==> src/rtl/pfe_pkg.sv <==
package pfe_pkg;

    // Palette geometry
    localparam int PALETTE_ENTRIES = 256;
    localparam int FADE_ENTRIES    = 80;
    localparam int FADE_CNT = (FADE_ENTRIES < PALETTE_ENTRIES) ? FADE_ENTRIES : PALETTE_ENTRIES;
    localparam int PAL_AW   = (PALETTE_ENTRIES > 1) ? $clog2(PALETTE_ENTRIES) : 1;
    localparam int FADE_AW  = (FADE_CNT > 1) ? $clog2(FADE_CNT) : 1;

    // Field widths
    localparam int ACT_W = 3;
    localparam int IDX_W = 8;
    localparam int CH_W  = 6;

    // Action codes
    localparam logic [ACT_W-1:0] ACT_WRITE    = 3'd0;
    localparam logic [ACT_W-1:0] ACT_READ     = 3'd1;
    localparam logic [ACT_W-1:0] ACT_SAVE     = 3'd2;
    localparam logic [ACT_W-1:0] ACT_FADE_OUT = 3'd3;
    localparam logic [ACT_W-1:0] ACT_FADE_IN  = 3'd4;

    // One palette word: red in the top bits, blue in the bottom
    typedef struct packed {
        logic [CH_W-1:0] red;
        logic [CH_W-1:0] green;
        logic [CH_W-1:0] blue;
    } t_rgb;

    localparam int RGB_W = $bits(t_rgb);

    // Controller to datapath
    typedef struct packed {
        logic               in_ready;
        logic               item_wr;
        logic               item_rd;
        logic               sweep_rd;
        logic [FADE_AW-1:0] sweep_addr;
        logic               res_load;
    } t_cmd;

    // Datapath to controller
    typedef struct packed {
        logic [ACT_W-1:0] action;
        logic             out_free;
    } t_status;

endpackage

==> src/rtl/pfe_ctrl.sv <==
module pfe_ctrl (
    input  logic             i_clk,
    input  logic             i_rst_n,
    input  logic             i_in_valid,
    input  pfe_pkg::t_status i_status,
    output pfe_pkg::t_cmd    o_cmd
);

    typedef enum logic [4:0] {
        S_IDLE   = 5'b00001,
        S_ISSUE  = 5'b00010,
        S_SWEEP  = 5'b00100,
        S_DRAIN  = 5'b01000,
        S_RESULT = 5'b10000
    } t_state;

    t_state                      r_state, n_state;
    logic [pfe_pkg::FADE_AW-1:0] r_cnt, n_cnt;
    logic                        last;
    logic                        is_sweep;

    assign last = (r_cnt == pfe_pkg::FADE_AW'(pfe_pkg::FADE_CNT - 1));

    // Save and both fades walk the faded range
    always_comb begin
        unique case (i_status.action) inside
            pfe_pkg::ACT_SAVE, pfe_pkg::ACT_FADE_OUT, pfe_pkg::ACT_FADE_IN: is_sweep = 1'b1;
            default: is_sweep = 1'b0;
        endcase
    end

    // Next state and commands
    always_comb begin
        n_state = r_state;
        n_cnt   = r_cnt;
        o_cmd   = '0;
        o_cmd.sweep_addr = r_cnt;
        unique case (r_state)
            S_IDLE: begin
                o_cmd.in_ready = 1'b1;
                if (i_in_valid) begin
                    n_state = S_ISSUE;
                end
            end
            S_ISSUE: begin
                o_cmd.item_wr = (i_status.action == pfe_pkg::ACT_WRITE);
                o_cmd.item_rd = (i_status.action == pfe_pkg::ACT_READ);
                n_cnt = '0;
                n_state = is_sweep ? S_SWEEP : S_RESULT;
            end
            S_SWEEP: begin
                o_cmd.sweep_rd = 1'b1;
                if (last) begin
                    n_state = S_DRAIN;
                end else begin
                    n_cnt = r_cnt + 1'b1;
                end
            end
            S_DRAIN: begin
                // final write-back happens in the datapath this cycle
                n_state = S_RESULT;
            end
            S_RESULT: begin
                if (i_status.out_free) begin
                    o_cmd.res_load = 1'b1;
                    n_state = S_IDLE;
                end
            end
            default: begin
                n_state = S_IDLE;
            end
        endcase
    end

    always_ff @(posedge i_clk) begin
        if (!i_rst_n) begin
            r_state <= S_IDLE;
        end else begin
            r_state <= n_state;
        end
        r_cnt <= n_cnt;
    end

endmodule

==> config.mk <==
export PLATFORM = sky130hd
export DESIGN_NAME = pfe_ctrl
export DESIGN_NICKNAME = d
export VERILOG_FILES = /design/src/rtl/pfe_pkg.sv /design/src/rtl/pfe_ctrl.sv
export SDC_FILE = /design/constraint.sdc
export NUM_CORES = 1
export LEC_CHECK = 0
export BUFFER_PORTS_ARGS = -buffer_cell sky130_fd_sc_hd__buf_2
export CAP_MARGIN = 20
export CORE_MARGIN = 8
export CORE_UTILIZATION = 42
export DETAILED_ROUTE_END_ITERATION = 10
export HOLD_SLACK_MARGIN = 0.03
export PLACE_DENSITY_LB_ADDON = 0.25
export SLEW_MARGIN = 20
export SYNTH_ARGS = -nofsm -noshare
export SYNTH_HDL_FRONTEND = slang
export SYNTH_SLANG_ARGS = --single-unit
==> constraint.sdc <==
create_clock -name i_clk -period 1.9 [get_ports i_clk]
set_input_delay 0.095 -clock i_clk [delete_from_list [all_inputs] [get_ports i_clk]]
set_output_delay 0.095 -clock i_clk [all_outputs]
set_load 0.005 [all_outputs]
=== Word level (Yosys, flattened, before mapping) ===
Index checks and enable logic that the tools add are counted.

* Output and inout bits: 12
* Register bits after elaboration: 12

* Multiplexer cells: 13
* Reduce and logical (&&, ||, !) cells: 5
* Eq/ne operators: 14
* $add $sub $neg: 1

{| class="wikitable"
|+ Operators with widths
! cell !! number
|-
| $pmux W5 S5 || 1
|-
| $mux W5 || 4
|-
| $pmux W7 S2 || 1
|-
| $ne A2 B2 Y1 const B || 4
|-
| $add A7 B1 Y7 const B || 1
|-
| $eq A7 B7 Y1 const B || 1
|-
| $mux W7 || 1
|-
| $eq A3 B2 Y1 const B || 2
|-
| $eq A5 B1 Y1 const B || 1
|-
| $eq A5 B2 Y1 const B || 1
|-
| $eq A5 B3 Y1 const B || 1
|-
| $eq A5 B4 Y1 const B || 1
|-
| $eq A5 B5 Y1 const B || 1
|-
| $mux W1 || 5
|-
| $eq A3 B1 Y1 const B || 1
|-
| $eq A3 B3 Y1 const B || 1
|-
| $logic_not A3 Y1 || 1
|-
| $reduce_and A3 Y1 || 1
|-
| $reduce_or A3 Y1 || 1
|-
| $mux W2 || 1
|-
| $reduce_and A2 Y1 || 1
|-
| $reduce_bool A2 Y1 || 1
|}

=== Longest topological paths before layout ===
* Word-level depth: 5
* Gate-level depth with buffers: 5
* Mapped depth without buffers: 5

=== Worst setup path before layout ===
OpenSTA, ideal clock, no wires.

* Path kind: register to register
* From: reg r_cnt[0] (netlist name)
* To: reg r_cnt[0] (netlist name) (enable)
* Period minus slack after synthesis: 1558 ps
* Arrival: 1235 ps
* Path buffers: 0
* Library setup time: 323 ps
* Cell stages (with the launch flop): 5
* Path slack: 342 ps
* Cells stage by stage: edfxtp_1 > ha_1 > and3_1 > a31o_1 > nand2_1

* Longest elaborated chain between the ends: 3

{| class="wikitable"
|+ Ends and longest elaborated chain
! item !! line !! RTL
|-
| from (decl) || pfe_ctrl.sv:18 || <nowiki>logic [pfe_pkg::FADE_AW-1:0] r_cnt, n_cnt;</nowiki>
|-
| from (signal assigned) || pfe_ctrl.sv:81 || <nowiki>r_cnt <= n_cnt;</nowiki>
|-
| $eq A7 B7 Y1 || pfe_ctrl.sv:22 || <nowiki>assign last = (r_cnt == pfe_pkg::FADE_AW'(pfe_pkg::FADE_CNT - 1));</nowiki>
|-
| $ne A2 B2 Y1 (no line) || - ||
|-
| $reduce_and A2 Y1 (no line) || - ||
|}

No other way between the ends.
A chain may end at the register's enable or synchronous reset.

=== Final worst setup path ===
* From: reg r_cnt[0] (netlist name)
* To: reg r_cnt[4] (netlist name) (enable)

Same word-level chain as after synthesis.

==> run metrics <==
via count of the first global-routing pass=~570; area growth from synthesis to layout=20.6%; fraction of final layout cells with drive strength greater than 1=0.349; synthesized flop and latch total=12; worst slew pin tran=between 0.2 and 0.3 ns; area of the mapped netlist=663 um^2; part of the cycle the worst path needs=0.895; RD Place Congestion=approximately 0.74; leading area contributor after synthesis=edfxtp_1; Total Neg Setup Slack=0 ns; post-synthesis average cell area=10.4 um^2; Resized Gates After CTS=0; via total after detailed routing=approximately 570; Reg2Reg Setup Slack=0.20 ns; # rows=14; average wire per cell in the routed design=approximately 14 um; CTS tree=done; status=completed; number of top-level pins=19; library cell used as clock root buffer=clkbuf_4; tightest slew margin relative to the limit=0.801; final critical-path required period=about 1.7 ns; pins over their slew limit=0; timing-limited maximum frequency=588 MHz; number of hold violations in the final report=0; number of hold buffers added after cts=0; H-tree lvl count=1; post-route standard cell area excluding fillers=approximately 800 um^2; number of search-and-repair iterations in the first detailed-routing pass=2; critical path arrival=between 1.5 and 2 ns; kind of capture point of the worst setup path=register; largest net degree at the start of global routing=11; HPWL after detailed placement=1110 um; setup-violating endpoint count in the final report=0; synthesized net count=72; initial core utilization=0.445; core area=between 0.001 and 0.0015 mm^2; CP startpoint kind=register; Worst VDD drop=0.396 mV; IO Port Bufs=18; CTS clock-pin slew for the worst setup and hold paths=0.07 ns; Worst-Skew Late Latency=around 0.27 ns; global route total overflow=0; number of sinks driven by the clock tree=12; wire length of the first global-routing pass=2500 um; total number of yosys warnings=0; die outline height=~56 um; max-cap violations=0; placed cell areas=a little under 800 um^2; width of the die=about 56 um; critical setup path kind=register to register; post-layout net count=95; count of cell types in the netlist=30; Max Clock Skew=about 0.0051 ns; Min-Delay Path Class=primary input to register; leakage power total=0.329 nW; most common cell after layout, fill and taps aside=buf_2; Antenna diodes=0; unrepaired setup endpoints after global routing=false; sequential share of the synthesized area=0.468; Total Routing Usage GR=0.0977; buffer depth of the longest clock path=2; data required time of the worst path=roughly 1.8 ns; number of antenna violations at the first check in global routing=0; power per unit of standard cell area=about 640 mW/mm^2; largest driver fanout on the critical path=7; setup fix buffers added after clock tree synthesis=0; post-synthesis instance total=64; proportion of netlist area held by the largest area contributor=0.317; total of fill cells in the finished design=140; drt via density=between 5 and 6; DRC violation total after the first TritonRoute iteration=3; Inserted Clock Buffers=3; Total Wirelength=1440 um; Die ar.=just over 0.003 mm^2; largest cells by area after synthesis=edfxtp_1, dfxtp_1, nor2_1, xnor2_1, xor2_1; post-route antenna net violation count=0; leading cell types in the layout, fill and taps excluded=buf_2, nor2_1, edfxtp_1; post-detailed-route DRC marker count=0
synth_stat cells:
cell type	number
a21oi_1	1
nor2_4	1
a31oi_1	2
xor2_1	3
nand2_1	1
dfxtp_1	5
inv_2	1
and4_2	1
o21ai_0	1
and3_1	3
nor2_2	1
nand3_1	3
nor3_2	1
nand3_4	1
xnor2_1	3
inv_1	2
and4b_4	1
nor2_1	13
o211ai_1	1
nor4b_2	1
ha_1	1
and2_1	1
a31o_1	2
nand2b_1	1
nand3b_2	1
o21a_1	1
o21ai_1	1
mux2i_1	1
edfxtp_1	7
nor4_1	2
where the power goes:
group          leakage [nW]  total (mW)  switching (mW)  internal (mW)
combinational         0.210      0.0634          0.0346         0.0287
clock                0.0154       0.154          0.0780         0.0759
sequential            0.104       0.295          0.0126          0.282
final cells by class:
type	count	area [um^2]	area share
Timing Repair Buffer	18	90.1	0.113
Sequential cell	12	310	0.388
Tap cell	16	20.0	0.0250
Multi-Input combinational cell	49	342	0.427
Clock buffer	3	22.5	0.0282
Inverter	3	11.3	0.0141
Clock inverter	1	3.75	0.00469
path summary, 6_finish.rpt:
path | start | endpoint | cells after the start
worst max-delay path | r_cnt[0] | r_cnt[4] | 4
worst min-delay path | i_rst_n | r_state[2] | 2
worst max register to register | r_cnt[0] | r_cnt[4] | 4
worst min register to register | r_cnt[0] | r_cnt[0] | 1
logic make-up after synthesis:
group / count (synthesis) / synth area share
fa+ha+maj: 1 / 0.0189
buf+inv: 3 / 0.0170
compound gates: 9 / 0.0906
xor+xnor: 6 / 0.0793
flops: 12 / 0.468
simple gates: 32 / 0.311
mux: 1 / 0.0151
state kept, by name (all words and copies together) (netlist names):
register  cells
r_state       5
r_cnt         7
critical path, stage by stage, from the launching register on:
cell	delay, ns
edfxtp_1	0.43
ha_1	0.25
and3_1	0.20
a31o_1	0.25
nand2_1	0.25
metrics by stage:
stage          std cells  power [mW]  utilization  hold WS, ns  setup slack, ns
4_1_cts              102       0.518        0.537       0.0579            0.184
3_3_place_gp          98       0.363        0.519        0.327            0.288
2_1_floorplan         64       0.339            -        0.213            0.342
3_5_place_dp          98       0.364        0.519        0.333            0.225
6_report             102       0.512        0.537       0.0573            0.199
5_1_grt              102       0.544        0.537       0.0662           0.0714
metal layers:
metal	vias up	global-route usage	wire length, um
li1	276	-	-
met1	271	0.109	654
met2	15	0.159	688
met3	4	0.0251	70
met4	0	0.0634	29
met5	-	0	0
Power figures use the tool's default switching activity.
